[src/design/ptt_pkg.sv]
// Shared types and constants of the periodic timer table.
// Used by the controller, the datapath and the top level. No dependencies.
package ptt_pkg;

    localparam int SLOTS  = 16;
    localparam int SLOT_W = (SLOTS > 1) ? $clog2(SLOTS) : 1;
    localparam int CNT_W  = 17;

    typedef enum logic [2:0] {
        FN_CREATE = 3'd0,
        FN_START  = 3'd1,
        FN_RESET  = 3'd2,
        FN_STOP   = 3'd3,
        FN_DELETE = 3'd4,
        FN_TICK   = 3'd5
    } t_func;

    localparam logic [1:0] ST_OK   = 2'd0;
    localparam logic [1:0] ST_MISS = 2'd1;
    localparam logic [1:0] ST_FULL = 2'd2;

    typedef enum logic [1:0] {
        S_IDLE,
        S_WALK,
        S_DONE
    } t_state;

    typedef struct packed {
        logic       load;
        logic       step;
        logic       apply;
        logic       emit_exp;
        logic       set_res;
        logic [1:0] res;
        logic       emit_fin;
    } t_dp_cmd;

    typedef struct packed {
        logic [2:0] func;
        logic       hit;
        logic       exp;
        logic       last;
        logic       out_free;
    } t_dp_sts;

endpackage

[src/design/periodic_timer_table_top.sv]
// Top level of the periodic timer table: controller and datapath.
// Depends on ptt_pkg, ptt_ctrl and ptt_dp.
//
//   channel   direction  handshake           payload
//   command   in         i_valid / o_stall   i_func, i_tmr_id, i_period, i_arg_*, i_handler_tag
//   record    out        o_valid / i_stall   o_status, o_expired, o_out_*, o_last
//
// A tick walks all SLOTS entries one per cycle, but waits while an expiry record
// finds the record port stalled; it then places the status record.
// Create walks to the first free slot; start, reset, stop, delete to the slot with the id.
// Reset is synchronous and active low; it frees every slot and sets the id counter to one.
// A stalled record holds its register; the walk waits only when it must place another one.
module periodic_timer_table_top import ptt_pkg::*; (
    input  logic        i_clk,
    input  logic        i_rst_n,
    input  logic        i_valid,
    output logic        o_stall,
    input  logic [2:0]  i_func,
    input  logic [31:0] i_tmr_id,
    input  logic [15:0] i_period,
    input  logic [31:0] i_arg_one,
    input  logic [31:0] i_arg_two,
    input  logic [7:0]  i_handler_tag,
    output logic        o_valid,
    input  logic        i_stall,
    output logic [1:0]  o_status,
    output logic        o_expired,
    output logic [31:0] o_out_id,
    output logic [31:0] o_out_arg_one,
    output logic [31:0] o_out_arg_two,
    output logic [7:0]  o_out_tag,
    output logic        o_last
);

    t_dp_cmd cmd;
    t_dp_sts sts;

    ptt_ctrl u_ctrl (
        .i_clk   (i_clk),
        .i_rst_n (i_rst_n),
        .i_valid (i_valid),
        .i_sts   (sts),
        .o_cmd   (cmd),
        .o_busy  (o_stall)
    );

    ptt_dp u_dp (
        .i_clk         (i_clk),
        .i_rst_n       (i_rst_n),
        .i_cmd         (cmd),
        .o_sts         (sts),
        .i_func        (i_func),
        .i_tmr_id      (i_tmr_id),
        .i_period      (i_period),
        .i_arg_one     (i_arg_one),
        .i_arg_two     (i_arg_two),
        .i_handler_tag (i_handler_tag),
        .i_stall       (i_stall),
        .o_valid       (o_valid),
        .o_status      (o_status),
        .o_expired     (o_expired),
        .o_out_id      (o_out_id),
        .o_out_arg_one (o_out_arg_one),
        .o_out_arg_two (o_out_arg_two),
        .o_out_tag     (o_out_tag),
        .o_last        (o_last)
    );

endmodule

[src/design/ptt_ctrl.sv]
// Controller state machine of the periodic timer table.
// Depends on ptt_pkg; drives the datapath through t_dp_cmd.
module ptt_ctrl import ptt_pkg::*; (
    input  logic    i_clk,
    input  logic    i_rst_n,
    input  logic    i_valid,
    input  t_dp_sts i_sts,
    output t_dp_cmd o_cmd,
    output logic    o_busy
);

    t_state r_state;
    t_state n_state;

    always_ff @(posedge i_clk) begin
        if (!i_rst_n) begin
            r_state <= S_IDLE;
        end else begin
            r_state <= n_state;
        end
    end

    always_comb begin
        n_state = r_state;
        o_cmd   = '0;
        o_busy  = (r_state != S_IDLE);
        unique case (r_state)
            S_IDLE: begin
                if (i_valid) begin
                    o_cmd.load = 1'b1;
                    n_state    = S_WALK;
                end
            end
            S_WALK: begin
                priority if (i_sts.func == FN_TICK) begin
                    if (!i_sts.exp || i_sts.out_free) begin
                        o_cmd.apply    = 1'b1;
                        o_cmd.emit_exp = i_sts.exp;
                        if (i_sts.last) begin
                            o_cmd.set_res = 1'b1;
                            o_cmd.res     = ST_OK;
                            n_state       = S_DONE;
                        end else begin
                            o_cmd.step = 1'b1;
                        end
                    end
                end else if (i_sts.func <= FN_DELETE) begin
                    if (i_sts.hit) begin
                        o_cmd.apply   = 1'b1;
                        o_cmd.set_res = 1'b1;
                        o_cmd.res     = ST_OK;
                        n_state       = S_DONE;
                    end else if (i_sts.last) begin
                        o_cmd.set_res = 1'b1;
                        o_cmd.res     = (i_sts.func == FN_CREATE) ? ST_FULL : ST_MISS;
                        n_state       = S_DONE;
                    end else begin
                        o_cmd.step = 1'b1;
                    end
                end else begin
                    o_cmd.set_res = 1'b1;
                    o_cmd.res     = ST_MISS;
                    n_state       = S_DONE;
                end
            end
            S_DONE: begin
                if (i_sts.out_free) begin
                    o_cmd.emit_fin = 1'b1;
                    n_state        = S_IDLE;
                end
            end
            default: begin
                n_state = S_IDLE;
            end
        endcase
    end

    a_done_leaves: assert property (@(posedge i_clk) disable iff (!i_rst_n)
        (r_state == S_DONE && i_sts.out_free) |=> (r_state == S_IDLE))
        else $error("final record sent but controller did not return to idle");

    a_walk_from_idle: assert property (@(posedge i_clk) disable iff (!i_rst_n)
        (r_state == S_IDLE && i_valid) |=> (r_state == S_WALK))
        else $error("accepted transaction did not start a walk");

    a_no_load_busy: assert property (@(posedge i_clk) disable iff (!i_rst_n)
        o_cmd.load |-> !o_busy)
        else $error("input loaded while busy");

endmodule

[src/design/ptt_dp.sv]
// Datapath of the periodic timer table: input latch, slot table, walk index,
// id counter and output record register. Depends on ptt_pkg.
module ptt_dp import ptt_pkg::*; (
    input  logic        i_clk,
    input  logic        i_rst_n,
    input  t_dp_cmd     i_cmd,
    output t_dp_sts     o_sts,
    input  logic [2:0]  i_func,
    input  logic [31:0] i_tmr_id,
    input  logic [15:0] i_period,
    input  logic [31:0] i_arg_one,
    input  logic [31:0] i_arg_two,
    input  logic [7:0]  i_handler_tag,
    input  logic        i_stall,
    output logic        o_valid,
    output logic [1:0]  o_status,
    output logic        o_expired,
    output logic [31:0] o_out_id,
    output logic [31:0] o_out_arg_one,
    output logic [31:0] o_out_arg_two,
    output logic [7:0]  o_out_tag,
    output logic        o_last
);

    logic [SLOTS-1:0] r_used;
    logic [31:0]      r_slot_id    [SLOTS];
    logic [15:0]      r_slot_period[SLOTS];
    logic [CNT_W-1:0] r_slot_count [SLOTS];
    logic             r_slot_run   [SLOTS];
    logic [63:0]      r_slot_words [SLOTS];
    logic [7:0]       r_slot_tag   [SLOTS];

    logic [SLOT_W-1:0] r_idx;
    logic [2:0]        r_func;
    logic [31:0]       r_tid;
    logic [15:0]       r_period;
    logic [31:0]       r_a1;
    logic [31:0]       r_a2;
    logic [7:0]        r_tag;
    logic [31:0]       r_next_id;
    logic [31:0]       r_ret_id;
    logic [1:0]        r_res;

    logic        r_o_valid;
    logic [1:0]  r_o_status;
    logic        r_o_expired;
    logic [31:0] r_o_id;
    logic [31:0] r_o_a1;
    logic [31:0] r_o_a2;
    logic [7:0]  r_o_tag;
    logic        r_o_last;

    logic [CNT_W-1:0] cur_cnt;
    logic [CNT_W-1:0] dec_cnt;
    logic [CNT_W-1:0] reload;
    logic             tick_act;
    logic             tick_exp;
    logic             out_free;

    always_comb begin
        cur_cnt  = r_slot_count[r_idx];
        reload   = {1'b0, r_slot_period[r_idx]};
        dec_cnt  = (cur_cnt != '0 && !cur_cnt[CNT_W-1]) ? cur_cnt - CNT_W'(1) : cur_cnt;
        tick_act = r_used[r_idx] && r_slot_run[r_idx];
        tick_exp = tick_act && (dec_cnt == '0);
        out_free = !r_o_valid || !i_stall;

        o_sts.func     = r_func;
        o_sts.hit      = (r_func == FN_CREATE) ? !r_used[r_idx]
                                               : (r_used[r_idx] && r_slot_id[r_idx] == r_tid);
        o_sts.exp      = tick_exp;
        o_sts.last     = (r_idx == SLOT_W'(SLOTS - 1));
        o_sts.out_free = out_free;
    end

    always_ff @(posedge i_clk) begin
        if (!i_rst_n) begin
            r_used    <= '0;
            r_next_id <= 32'd1;
        end else if (i_cmd.apply) begin
            if (r_func == FN_CREATE) begin
                r_used[r_idx] <= 1'b1;
                r_next_id     <= r_next_id + 32'd1;
            end else if (r_func == FN_TICK && tick_act && !tick_exp && (&dec_cnt)) begin
                r_used[r_idx] <= 1'b0;
            end
        end
    end

    always_ff @(posedge i_clk) begin
        if (i_cmd.apply) begin
            unique case (r_func)
                FN_CREATE: begin
                    r_slot_id[r_idx]     <= r_next_id;
                    r_slot_period[r_idx] <= r_period;
                    r_slot_count[r_idx]  <= {1'b0, r_period};
                    r_slot_run[r_idx]    <= 1'b0;
                    r_slot_words[r_idx]  <= {r_a2, r_a1};
                    r_slot_tag[r_idx]    <= r_tag;
                end
                FN_START: begin
                    r_slot_run[r_idx] <= 1'b1;
                end
                FN_RESET: begin
                    r_slot_count[r_idx] <= reload;
                end
                FN_STOP: begin
                    r_slot_run[r_idx]   <= 1'b0;
                    r_slot_count[r_idx] <= reload;
                end
                FN_DELETE: begin
                    r_slot_count[r_idx] <= '1;
                end
                FN_TICK: begin
                    if (tick_act) begin
                        r_slot_count[r_idx] <= tick_exp ? reload : dec_cnt;
                    end
                end
                default: begin
                end
            endcase
        end
    end

    always_ff @(posedge i_clk) begin
        if (i_cmd.load) begin
            r_func   <= i_func;
            r_tid    <= i_tmr_id;
            r_period <= i_period;
            r_a1     <= i_arg_one;
            r_a2     <= i_arg_two;
            r_tag    <= i_handler_tag;
            r_idx    <= '0;
            r_ret_id <= '0;
        end else begin
            if (i_cmd.step) begin
                r_idx <= r_idx + SLOT_W'(1);
            end
            if (i_cmd.apply && r_func == FN_CREATE) begin
                r_ret_id <= r_next_id;
            end
        end
        if (i_cmd.set_res) begin
            r_res <= i_cmd.res;
        end
    end

    always_ff @(posedge i_clk) begin
        if (!i_rst_n) begin
            r_o_valid <= 1'b0;
        end else if (i_cmd.emit_exp || i_cmd.emit_fin) begin
            r_o_valid <= 1'b1;
        end else if (!i_stall) begin
            r_o_valid <= 1'b0;
        end
    end

    always_ff @(posedge i_clk) begin
        if (i_cmd.emit_exp) begin
            r_o_status  <= ST_OK;
            r_o_expired <= 1'b1;
            r_o_id      <= r_slot_id[r_idx];
            r_o_a1      <= r_slot_words[r_idx][31:0];
            r_o_a2      <= r_slot_words[r_idx][63:32];
            r_o_tag     <= r_slot_tag[r_idx];
            r_o_last    <= 1'b0;
        end else if (i_cmd.emit_fin) begin
            r_o_status  <= r_res;
            r_o_expired <= 1'b0;
            r_o_id      <= r_ret_id;
            r_o_a1      <= '0;
            r_o_a2      <= '0;
            r_o_tag     <= '0;
            r_o_last    <= 1'b1;
        end
    end

    assign o_valid       = r_o_valid;
    assign o_status      = r_o_status;
    assign o_expired     = r_o_expired;
    assign o_out_id      = r_o_id;
    assign o_out_arg_one = r_o_a1;
    assign o_out_arg_two = r_o_a2;
    assign o_out_tag     = r_o_tag;
    assign o_last        = r_o_last;

    a_exp_room: assert property (@(posedge i_clk) disable iff (!i_rst_n)
        i_cmd.emit_exp |-> out_free)
        else $error("expiry record would overwrite a waiting record");

    a_fin_room: assert property (@(posedge i_clk) disable iff (!i_rst_n)
        i_cmd.emit_fin |-> (out_free && !i_cmd.emit_exp))
        else $error("status record would overwrite a waiting record");

    a_id_count: assert property (@(posedge i_clk) disable iff (!i_rst_n)
        (i_cmd.apply && r_func == FN_CREATE) |=> (r_next_id == $past(r_next_id) + 32'd1))
        else $error("id counter did not advance on create");

endmodule
[config.mk]
export PLATFORM = sky130hd
export DESIGN_NAME = periodic_timer_table_top
export DESIGN_NICKNAME = d
export VERILOG_FILES = /design/src/design/ptt_pkg.sv /design/src/design/periodic_timer_table_top.sv /design/src/design/ptt_ctrl.sv /design/src/design/ptt_dp.sv
export SDC_FILE = /design/constraint.sdc
export NUM_CORES = 2
export LEC_CHECK = 0
export BUFFER_PORTS_ARGS = -buffer_cell sky130_fd_sc_hd__buf_2
export CAP_MARGIN = 20
export CORE_UTILIZATION = 50
export DETAILED_ROUTE_END_ITERATION = 6
export GPL_TIMING_DRIVEN = 0
export PLACE_DENSITY_LB_ADDON = 0.05
export SETUP_SLACK_MARGIN = 0.15
export SYNTH_ARGS = -nofsm -noshare
export SYNTH_HDL_FRONTEND = slang
export SYNTH_SLANG_ARGS = --single-unit
[constraint.sdc]
create_clock -name i_clk -period 13.9 [get_ports i_clk]
set_clock_uncertainty 0.1 [all_clocks]
set_input_delay 2.78 -clock i_clk [delete_from_list [all_inputs] [get_ports i_clk]]
set_output_delay 2.78 -clock i_clk [all_outputs]
set_load 0.1 [all_outputs]
* After elaboration in Yosys (flattened, before gate mapping)
Memory sizes are Yosys's and may differ from the RTL's. A register that Yosys moved wholly into a read port is not among the register bits. Cells that the tools add are included.
Operators by class: add/sub/neg operators 3, reduce and logical (&&, ||, !) cells 28, multiplexer cells 81, order comparisons 3, eq/ne operators 13, bitwise gates (word level) 9
Operators by type and width (number):
- 32-bit 2-to-1 mux | 5
- 17-bit 2-to-1 mux | 6
- 4-bit 2-to-1 mux | 12
- 1-bit 2-to-1 mux | 34
- 32-bit by 1-bit adder with 32-bit output (second input constant) | 1
- 32-bit == test | 1
- 16-bit 2-to-1 mux | 2
- 2-bit 2-to-1 mux | 10
- 17-bit logical NOT | 1
- 17-bit AND reduction | 1
- 17-bit nonzero test | 1
- 17-bit by 1-bit subtractor with 17-bit output (second input constant) | 1
- 16-bit AND | 1
- 8-bit 2-to-1 mux | 2
- 16-bit NOT | 1
- 16-bit OR | 1
- 3-bit 2-to-1 mux | 5
- 6-bit 2-to-1 mux | 2
- 1-bit logical AND | 9
- 3-bit by 2-bit == test with 1-bit output (second input constant) | 2
- 3-bit == test (second input constant) | 2
- 1-bit OR | 6
- 2-bit case mux with 3 select lines | 1
- 2-bit nonzero test | 3
- other kinds (19) | 27
Storage, ports and cells: flip-flop bits (word level) 320, word-level logic and storage cells 163, memories 6, bits of input ports 127, output and inout bits 110, bits in writable memories 2208
Memory list:
- u_dp.r_slot_words | depth 16, bits a word 64, read ports 1, clocked after Yosys merged registers in 1, write ports 1, RTL line ptt_dp.sv:30 | logic [63:0] r_slot_words [SLOTS];
- u_dp.r_slot_id | depth 16, bits a word 32, read ports 1, clocked after Yosys merged registers in 1, write ports 1, RTL line ptt_dp.sv:26 | logic [31:0] r_slot_id [SLOTS];
- u_dp.r_slot_count | depth 16, bits a word 17, read ports 1, clocked after Yosys merged registers in 1, write ports 1, RTL line ptt_dp.sv:28 | logic [CNT_W-1:0] r_slot_count [SLOTS];
- u_dp.r_slot_period | depth 16, bits a word 16, read ports 1, clocked after Yosys merged registers in 1, write ports 1, RTL line ptt_dp.sv:27 | logic [15:0] r_slot_period[SLOTS];
- u_dp.r_slot_tag | depth 16, bits a word 8, read ports 1, clocked after Yosys merged registers in 1, write ports 1, RTL line ptt_dp.sv:31 | logic [7:0] r_slot_tag [SLOTS];
- u_dp.r_slot_run | depth 16, bits a word 1, read ports 1, clocked after Yosys merged registers in 1, write ports 1, RTL line ptt_dp.sv:29 | logic r_slot_run [SLOTS];

* Longest topological paths before layout
depth after elaboration 16, gate-level depth with buffers 24

* Cells and area by module
From an unflattened synthesis, not the netlist that was laid out.
Second synthesis, totals: cells, all modules 4252, area, all modules 96400.0 um2
Modules (own cells, without submodules):
- ptt_dp | times used 1, seq. area each 75042.0 um2, area an instance 96168.5 um2, cells an instance 4219
- ptt_ctrl | times used 1, seq. area each 40.0 um2, area an instance 231.5 um2, cells an instance 33

* Worst setup path after synthesis
Ideal clock, no wire load.
path kind register to register, start register (tool-made name), end register (tool-made name), arrival time 9504 ps, setup slack 4215 ps, required time 13719 ps, cell stages (with the launch flop) 19, period minus slack after synthesis 9685 ps, cell sequence dfxtp_1 > buf_6 > buf_8 > buf_8 > buf_12 > buf_6 > mux4_2 > o22ai_2 > a31oi_1 > xor2_1 > or4_1 > or4_4 > nor4_4 > a21bo_2 > buf_6 > nand2_1 > clkbuf_1 > nor2_1 > o221a_2

==> impl_metrics.env <==
export IMPL_synth_async_sr_flop_share_pct=0
export IMPL_path_cells="buf_6 > buf_2 > buf_2 > mux4_2 > mux2_2 > mux2i_1 > ha_1 > inv_1 > a211o_1 > a2111oi_0 > nand4b_1 > a211oi_1 > o22ai_1 > nor4b_1 > nand3_2 > buf_2 > clkbuf_1 > nand2_4 > buf_16"
export IMPL_synth_cell_types=86
export IMPL_crit_path_frequent_cell="buf_2"
export IMPL_max_freq_mhz=116
export IMPL_clk_latency_ps=920
export IMPL_syn_area_um2=98000
export IMPL_totalPowerFinal_uw=16700
export IMPL_timing_final_ws_setup_ps=5280
export IMPL_final_hold_viol_count=0
export IMPL_wire_per_inst_um=33.4
export IMPL_syn_avg_cell_area_um2=21.0
export IMPL_cts_buffers=283
export IMPL_fp_dieH_um=445
export IMPL_p_sw_uw=3710
export IMPL_design_area_um2=115000
export IMPL_grt_pass1_vias=50100
export IMPL_finalCoreUtilization_pct=59.0
export IMPL_yosys_area_top_type="edfxtp_1"
export IMPL_holdBufCountCts=0
export IMPL_worst_pin_slew_ps=1190
export IMPL_ant_nets=0
export IMPL_combPwrFrac_pct=7.3
export IMPL_root_buffer="clkbuf_16"
export IMPL_pre_cts_slack_ps=5310
export IMPL_viasPerCell=6.13
export IMPL_grt_usage_pct=27.8
export IMPL_fp_row_count=162
export IMPL_postCtsSetupBuffers=0
export IMPL_io_buffers=236
export IMPL_grt_pass1_wl_mm=384
export IMPL_initial_core_util_pct=50.3
export IMPL_status="finished, final reports clean"
export IMPL_use_met1_pct=38.2
export IMPL_totalWireLength_mm=274
export IMPL_cp_required_ps=14360
export IMPL_cp_start_kind="register"
export IMPL_gr_usage_met2_pct=46.5
export IMPL_ir_worst_vdd_mv=0.143
export IMPL_clockBufferDepth=4
export IMPL_pwr_share_seq_pct=50.9
export IMPL_period_share_pct=62.0
export IMPL_drt_iter0_markers=5693
export IMPL_grtUsageMet3_pct=3.86
export IMPL_synth_fp_nets=4792
export IMPL_max_slew_margin_pct=20.9
export IMPL_nets=5500
export IMPL_synth_edf_count=2437
export IMPL_setup_viol=0
export IMPL_crit_type="register to register"
export IMPL_crit_path_end_kind="register"
export IMPL_cts_resized=0
export IMPL_cap_viol_max_count=0
export IMPL_drive_gt1_share_pct=28.5
export IMPL_synth_seq_cells=2532
export IMPL_grt_ovfl_total=0
export IMPL_seq_area_frac_synth_pct=76.6
export IMPL_swShare_pct=22.2
export IMPL_period_needed_ps=8620
export IMPL_clkTransAtPathRegs_ps=60
export IMPL_cts_tree="yes"
export IMPL_die_area_um2=198000
export IMPL_dpl_cell_area_um2=106000
export IMPL_synth_area_leaders="edfxtp_1 75%, mux4_2 13%, dfxtp_1 1.9%, mux2i_1 1.6%, nand2_1 0.63%"
export IMPL_area_delta_synth_final_pct=17.2
export IMPL_fillers=14200
export IMPL_core_um2=195000
export IMPL_slowest_stage="nand3_2"
export IMPL_synth_cells=4659
export IMPL_rsz0062_at_grt="no"
export IMPL_synth_top_cell_area_share_pct=74.7
export IMPL_fin_setup_tns_ps=0
export IMPL_vias=50200
export IMPL_first_pass_iters=6
export IMPL_yosysWarnings=0
export IMPL_leakagePower_uw=0.0360
export IMPL_grt_max_degree=50
export IMPL_ioPinCount=237
export IMPL_synthFlopType="edfxtp_1"
export IMPL_antenna_found_initial=5
export IMPL_yosys_top_cells_count="2437 x edfxtp_1, 582 x mux4_2, 164 x nand2_1"
export IMPL_cpPeakStageDelay_ps=860
export IMPL_htreeDepth=5
export IMPL_yosysMostFrequentCell="edfxtp_1"
export IMPL_crit_fanout=49
export IMPL_drc=0
export IMPL_min_path_type="register to register"
export IMPL_power_density_nw_per_um2=146
export IMPL_clkSinkCount=2532
export IMPL_p_int_uw=13000
export IMPL_pwr_share_clk_pct=41.8
export IMPL_finalMaxSlewViolations=0
export IMPL_die_width_um=445
export IMPL_top_usage_layer="met2"
export IMPL_cp_arrival_ps=9080
export IMPL_place_congestion=0.937
export IMPL_dp_hpwl_mm=179
## power by group through the flow
stage,Sequential (µW),Clock [µW],Combinational [µW]
after global routing,8520,7350,1290
after global placement,8690,0,1170
after detailed placement,8670,0,1220
after CTS,8510,7090,1220
final,8510,6980,1220
after floorplan,8710,0,720
## cell usage in the layout, fill, tap and decap left out, types with 94 or more instances in the layout
cell type	netlist	final
a21oi_1	94	94
buf_12	5	98
buf_2	37	273
clkbuf_1	125	178
clkbuf_16	0	289
dfxtp_1	95	95
edfxtp_1	2437	2437
mux2i_1	152	152
mux4_2	582	582
nand2_1	164	163
nor2_1	127	95
## through the flow
step | hold slack, ps | instances
final | 352 | 8187
after detailed placement | 345 | 7693
after global placement | 339 | 7519
after floorplan | 333 | 4659
after global routing | 373 | 8185
after CTS | 354 | 8169
## path summary, 6_finish.rpt
kind	startpoint	to	slack, ps	depth (start not counted)
setup reg to reg	register	u_dp.o_out_id[17]	5280	19
setup / recovery	register	u_dp.o_out_id[17]	5280	19
hold / removal	u_dp.r_ret_id[22]	u_dp.r_ret_id[22]	350	2
hold reg to reg	u_dp.r_ret_id[22]	u_dp.r_ret_id[22]	350	2
## logic make-up (layout without fill, tap and decap cells)
kind of cell,Yosys count,count (layout),share of synthesized area (%)
and+or+nand+nor,652,652,3.42
AOI/OAI and AO/OA,364,364,2.57
DFF,2532,2532,76.6
other,0,5,0
buffers and inverters,281,1180,1.46
xor gates and xnor gates,48,48,0.429
adders and majority gates,6,6,0.0766
muxes,776,776,15.4
## sequential cells by signal (all words and copies together), names as in the netlist, 8 cells and up, named ones only
name and count:
u_dp.r_slot_count 272, u_dp.r_tid 32, u_dp.r_slot_run 16, u_dp.r_next_id 32
u_dp.o_out_tag 8, u_dp.o_out_arg_one 32, u_dp.o_out_id 32, u_dp.r_slot_id 512
u_dp.r_a1 32, u_dp.r_period 16, u_dp.r_ret_id 32, u_dp.r_slot_tag 128
u_dp.r_slot_period 256, u_dp.o_out_arg_two 32, u_dp.r_tag 8, u_dp.r_slot_words 1024
u_dp.r_a2 32
## metal layers
layer  up-vias  wire length (µm)
met5         -                 0
met1     26900            112000
met3       427             16200
met2      1947            137000
met4         0              8750
li1      20800                 -
## critical path, delay by kind of cell, from the launching register on
kind                     cells  cell delay (ps)
AO/OA/AOI/OAI                4             1270
adder cells (fa/ha/maj)      1              320
buffers and inverters        7             2390
flip-flops                   1              380
multiplexers                 3             1330
AND/OR/NAND/NOR              4             2290
## final cells by class
class,count,area (µm²),share of cell area [%]
diodes,5,12.5,0.0109
plain buffers,240,1290,1.12
clock buffers,351,7500,6.54
clock inverters,125,955,0.831
inverters,41,154,0.134
multi-input cells,1846,21800,19.0
flip-flops and latches,2532,75100,65.4
well taps,2624,3280,2.86
repair buffers,423,4780,4.16
(Power assumes the default switching activity.)
